`config.mk`:
```
export PLATFORM = sky130hd
export DESIGN_NAME = apu_sqrt
export DESIGN_NICKNAME = d
export VERILOG_FILES = /design/src/rtl/apu_sqrt.sv
export SDC_FILE = /design/constraint.sdc
export NUM_CORES = 2
export LEC_CHECK = 0
export BUFFER_PORTS_ARGS = -buffer_cell sky130_fd_sc_hd__buf_2
export CAP_MARGIN = 20
export CORE_UTILIZATION = 50
export DETAILED_ROUTE_END_ITERATION = 6
export PLACE_DENSITY = 0.67
export SLEW_MARGIN = 20
export SYNTH_ARGS = -nofsm -noshare
export SYNTH_HDL_FRONTEND = slang
export SYNTH_SLANG_ARGS = --single-unit
export TNS_END_PERCENT = 100
```
`constraint.sdc`:
```
create_clock -name clk -period 3.35 [get_ports clk]
set_clock_uncertainty 0.05 [all_clocks]
set_input_delay 0.67 -clock clk [delete_from_list [all_inputs] [get_ports clk]]
set_output_delay 0.67 -clock clk [all_outputs]
set_load 0.02 [all_outputs]
```
`src/rtl/apu_sqrt.sv`:
```
// pipelined integer square root, one result bit per stage
module apu_sqrt #(
  parameter int XW = 56,
  parameter int SW = 1
) (
  input  logic               clk,
  input  logic               rst_n,
  input  logic               en,
  input  logic               vld_i,
  input  logic [XW-1:0]      x_i,
  input  logic [SW-1:0]      side_i,
  output logic               vld_o,
  output logic [XW/2-1:0]    root_o,
  output logic [SW-1:0]      side_o
);

  localparam int RW = XW / 2;

  logic          vld_r  [RW+1];
  logic [RW-1:0] root_r [RW+1];
  logic [SW-1:0] side_r [RW+1];
  logic [RW:0]   rem_r  [RW];
  logic [XW-1:0] x_r    [RW];

  logic [RW+2:0] cand_w [RW];
  logic [RW+3:0] diff_w [RW];

  // bring in two radicand bits, try root*4+1
  always_comb begin
    for (int k = 0; k < RW; k++) begin
      cand_w[k] = {rem_r[k], x_r[k][XW-1:XW-2]};
      diff_w[k] = {1'b0, cand_w[k]} - {2'b00, root_r[k], 2'b01};
    end
  end

  always_ff @(posedge clk) begin
    if (!rst_n) begin
      for (int k = 0; k <= RW; k++) begin
        vld_r[k] <= 1'b0;
      end
    end else if (en) begin
      vld_r[0] <= vld_i;
      for (int k = 0; k < RW; k++) begin
        vld_r[k+1] <= vld_r[k];
      end
    end
  end

  always_ff @(posedge clk) begin
    if (en) begin
      rem_r[0]  <= '0;
      x_r[0]    <= x_i;
      root_r[0] <= '0;
      side_r[0] <= side_i;
      for (int k = 0; k < RW; k++) begin
        root_r[k+1] <= {root_r[k][RW-2:0], ~diff_w[k][RW+3]};
        side_r[k+1] <= side_r[k];
        if (k < RW - 1) begin
          rem_r[k+1] <= diff_w[k][RW+3] ? cand_w[k][RW:0] : diff_w[k][RW:0];
          x_r[k+1]   <= {x_r[k][XW-3:0], 2'b00};
        end
      end
    end
  end

  assign vld_o  = vld_r[RW];
  assign root_o = root_r[RW];
  assign side_o = side_r[RW];

endmodule

```
==> qor.yml <==
run_status:
  status: "finished, violations left"
  violations: "design-rule violations, negative setup slack"
grt:
  grt-ovfl-total: 0
  grt_pass1_wl_mm: 268.8
  grt_antenna_before_repair: 0
  grt_max_degree: 153
  grt_pass1_vias: 52927
  track_usage_pct: 18.16
power_and_ir_drop:
  powerDensity_mw_per_mm2: 660.4
  p_leak_nw: 40.07
  p_int_mw: 50.76
  swShare_pct: 26.30
  vdd_ir_drop_max_uv: 492.3
  combPwrFrac_pct: 18.0
  p_switching_mw: 18.11
  p_seq_share_pct: 48.5
  clockPowerShare_pct: 33.5
floorplanning:
  num_io_pins: 91
  num_rows: 156
  initial_core_util_pct: 50.28
  die_y_um: 428.1
  die-area_mm2: 0.1833
  die_w_um: 428.1
  core_mm2: 0.1805
worst_setup_path:
  worstPathMaxFanout: 5
  path_class: "flop to flop"
  crit_chain: "ha_4 > o211ai_1 > a21oi_2 > o21ai_4 > a22oi_2 > a311o_1 > a221oi_2 > buf_4 > o2111ai_4 > clkbuf_16 > mux2_4"
  cp.arrival_ns: 3.91
  start_kind: "flop"
  slowest_delay_ns: 0.42
  cp_num_buf_inv: 2
  critical_path.endpoint_type: "flop"
  critical-path-slowest-cell: "edfxtp_1"
  cp.required_ns: 3.89
  path_delay_family: "compound AO/OA/AOI/OAI gates"
clock_tree:
  cts.sinks: 2022
  insertion_delay_ns: 0.84
  cts_buffers: 207
  clk_pin_slew_ns: 0.06
  root_buffer: "clkbuf_16"
  cts_buffer_depth: 3
  h-tree-depth: 4
  cts_tree: "built"
drt:
  drtAntennaViolNets: 0
  vias: 52728
  drcViolationCount: 1
  drtIter0Drc: 3183
  via_per_inst: 5.394
  dr.pass1.iters: 7
  drt_wl_total_mm: 168.7
  wl_per_cell_um: 17.25
synthesis:
  syn_inst: 6730
  syn_area_per_cell_um2: 13.49
  synth_area_mm2: 0.09078
  synth_flop_cell: "edfxtp_1"
  synth_fp_nets: 7200
  ys_seq_elements: 2022
  synth_seq_area_share_pct: 66.87
  ys_warn_count: 0
  ys_async_sr_fraction_pct: 0
  yosysUniqueCellTypes: 95
  synth_edf_count: 2021
placed_design:
  dp_hpwl_mm: 117.7
  portBuffers: 90
  gp_congestion: 0.9376
  placedCellCount: 9315
  placed_area_mm2: 0.09598
finish:
  layout_common_cells: "2,021 x edfxtp_1, 533 x inv_1, 420 x a21oi_1, 420 x nor2_1, 412 x nand2_1"
  layout-drive-gt1-share_pct: 11.96
  syn2layout_area_growth_pct: 14.88
  fillers: 13996
  fin_area_mm2: 0.1043
  nets: 7708
  final_common_cell: "edfxtp_1"
  finalNonFillerCells: 9776
timing:
  hold_viol: 0
  max_freq_mhz: 297.2
  drv_slew: 0
  setup_slack_ns: -0.01455
  fin_crit_sh_pct: 100.4
  rsz0062_at_grt: "yes"
  setup_viol: 5
  worstMarginPinSlew_ns: 1.008
  slew_headroom_pct: 32.82
  period_needed_ns: 3.365
run:
  cap_violations: 0
hold_path:
  min_path_type: "input port to flop"
-- routing by layer --
| layer | GRT usage [%] | share of wire [%] | wire [um] | vias to the layer above |
|---|---|---|---|---|
| met3 | 2.724 | 3.0 | 5022 | 394 |
| li1 | - | - | - | 25945 |
| met5 | 0 | 0 | 0 | - |
| met2 | 33.44 | 53 | 88780 | 908 |
| met4 | 8.769 | 4.5 | 7579 | 0 |
| met1 | 20.45 | 40 | 67280 | 25481 |
-- sequential cells by signal, indices dropped and copies added (netlist names) --
register  cells
rem_r       746
x_r         812
side_r       29
vld_r        29
root_r      406
-- synth_stat cells (13+ instances only) --
master | n | area, um^2
o21ai_0 | 338 | 1692
a21oi_1 | 431 | 2157
inv_1 | 536 | 2012
a211oi_1 | 13 | 97.59
or3_1 | 73 | 456.7
nand3b_1 | 22 | 165.2
nand2b_1 | 99 | 619.3
nor2_1 | 425 | 1595
a31oi_1 | 30 | 187.7
o31ai_1 | 46 | 345.3
buf_4 | 29 | 217.7
nand3_1 | 97 | 485.5
xnor2_1 | 322 | 2820
o21bai_1 | 30 | 225.2
or2_2 | 23 | 143.9
xor2_1 | 278 | 2435
and2_1 | 35 | 219.0
nor2b_1 | 57 | 356.6
nand2_1 | 413 | 1550
a21boi_0 | 19 | 142.6
o31a_1 | 17 | 148.9
and3_1 | 41 | 256.5
o211ai_1 | 22 | 165.2
o21a_1 | 88 | 660.6
mux2_2 | 71 | 799.5
a21o_1 | 128 | 960.9
nand4_1 | 33 | 206.5
nor4_1 | 89 | 556.8
clkbuf_1 | 88 | 330.3
nor3_1 | 141 | 705.7
nor3b_1 | 21 | 157.7
ha_1 | 409 | 5117
or4_1 | 37 | 277.8
edfxtp_1 | 2021 | 60690
-- through the flow --
stage / setup WS [ns] / util, % / total power, mW / hold slack, ns / setup TNS [ns]
finish: -0.01455 / 57.76 / 68.87 / 0.1255 / -0.03925
global route: -0.1565 / 57.76 / 72.17 / 0.07633 / -2.118
CTS: 0.0006128 / 57.33 / 69.19 / 0.04419 / 0
detailed placement: -0.2657 / 53.16 / 45.82 / 0.3545 / -6.673
global placement: -0.2471 / 53.16 / 45.51 / 0.3500 / -4.305
floorplan: 0.009763 / - / 41.77 / 0.3503 / 0
-- power groups by stage --
| stage | sequential (mW) | combinational, mW | clock [mW] |
|---|---|---|---|
| floorplan | 33.1 | 8.65 | 0 |
| global placement | 33.8 | 11.7 | 0 |
| detailed placement | 33.9 | 11.9 | 0 |
| CTS | 33.4 | 12.1 | 23.7 |
| global route | 33.7 | 13.9 | 24.6 |
| finish | 33.4 | 12.4 | 23.1 |
-- layout make-up --
| cell class | count | area [um^2] | share of cell area, % |
|---|---|---|---|
| Clock buffer | 240 | 5389 | 5.167 |
| Tap cell | 2370 | 2965 | 2.843 |
| Timing Repair Buffer | 431 | 3669 | 3.518 |
| Multi-Input combinational cell | 4037 | 28060 | 26.90 |
| Inverter | 539 | 2023 | 1.940 |
| Antenna cell | 1 | 2.502 | 0.002399 |
| Sequential cell | 2022 | 60710 | 58.21 |
| Clock inverter | 136 | 1478 | 1.417 |
-- worst paths after layout --
check	from	end	slack (ns)	depth (start not counted)
worst max-delay path	rem_r[1][233]	rem_r[1][266]	-0.01	11
worst min register to register	x_r[0][25]	x_r[0][83]	0.35	0
worst max register to register	rem_r[1][233]	rem_r[1][266]	-0.01	11
worst min-delay path	vld_i	vld_r[0][0]	0.13	2
-- logic make-up after synthesis --
| logic type | Yosys count | share of synthesized area, % |
|---|---|---|
| compound gates | 1293 | 8.748 |
| buf+inv | 671 | 2.915 |
| other cells | 1 | 0.004131 |
| fa+ha+maj | 409 | 5.637 |
| mux | 82 | 1.002 |
| flops | 2022 | 66.87 |
| xor+xnor | 600 | 5.789 |
| simple gates | 1652 | 9.033 |
-- repair_timing --
item	4_1_cts	5_1_grt
hold endpoints to repair	57	0
cloned	1	5
hold buffers	57	0
pin swaps	3	25
resized for setup	13	120
setup endpoints to repair	66	260
setup buffers	2	20
-- worst register-to-register path: cells and delay by family (launching register included) --
kind	cells	cell delay [ns]
AO/OA/AOI/OAI	7	1.61
multiplexers	1	0.30
buffers and inverters	2	0.43
flip-flops	1	0.42
adder cells (fa/ha/maj)	1	0.32
Note: power is estimated with default switching activity, not from simulation.
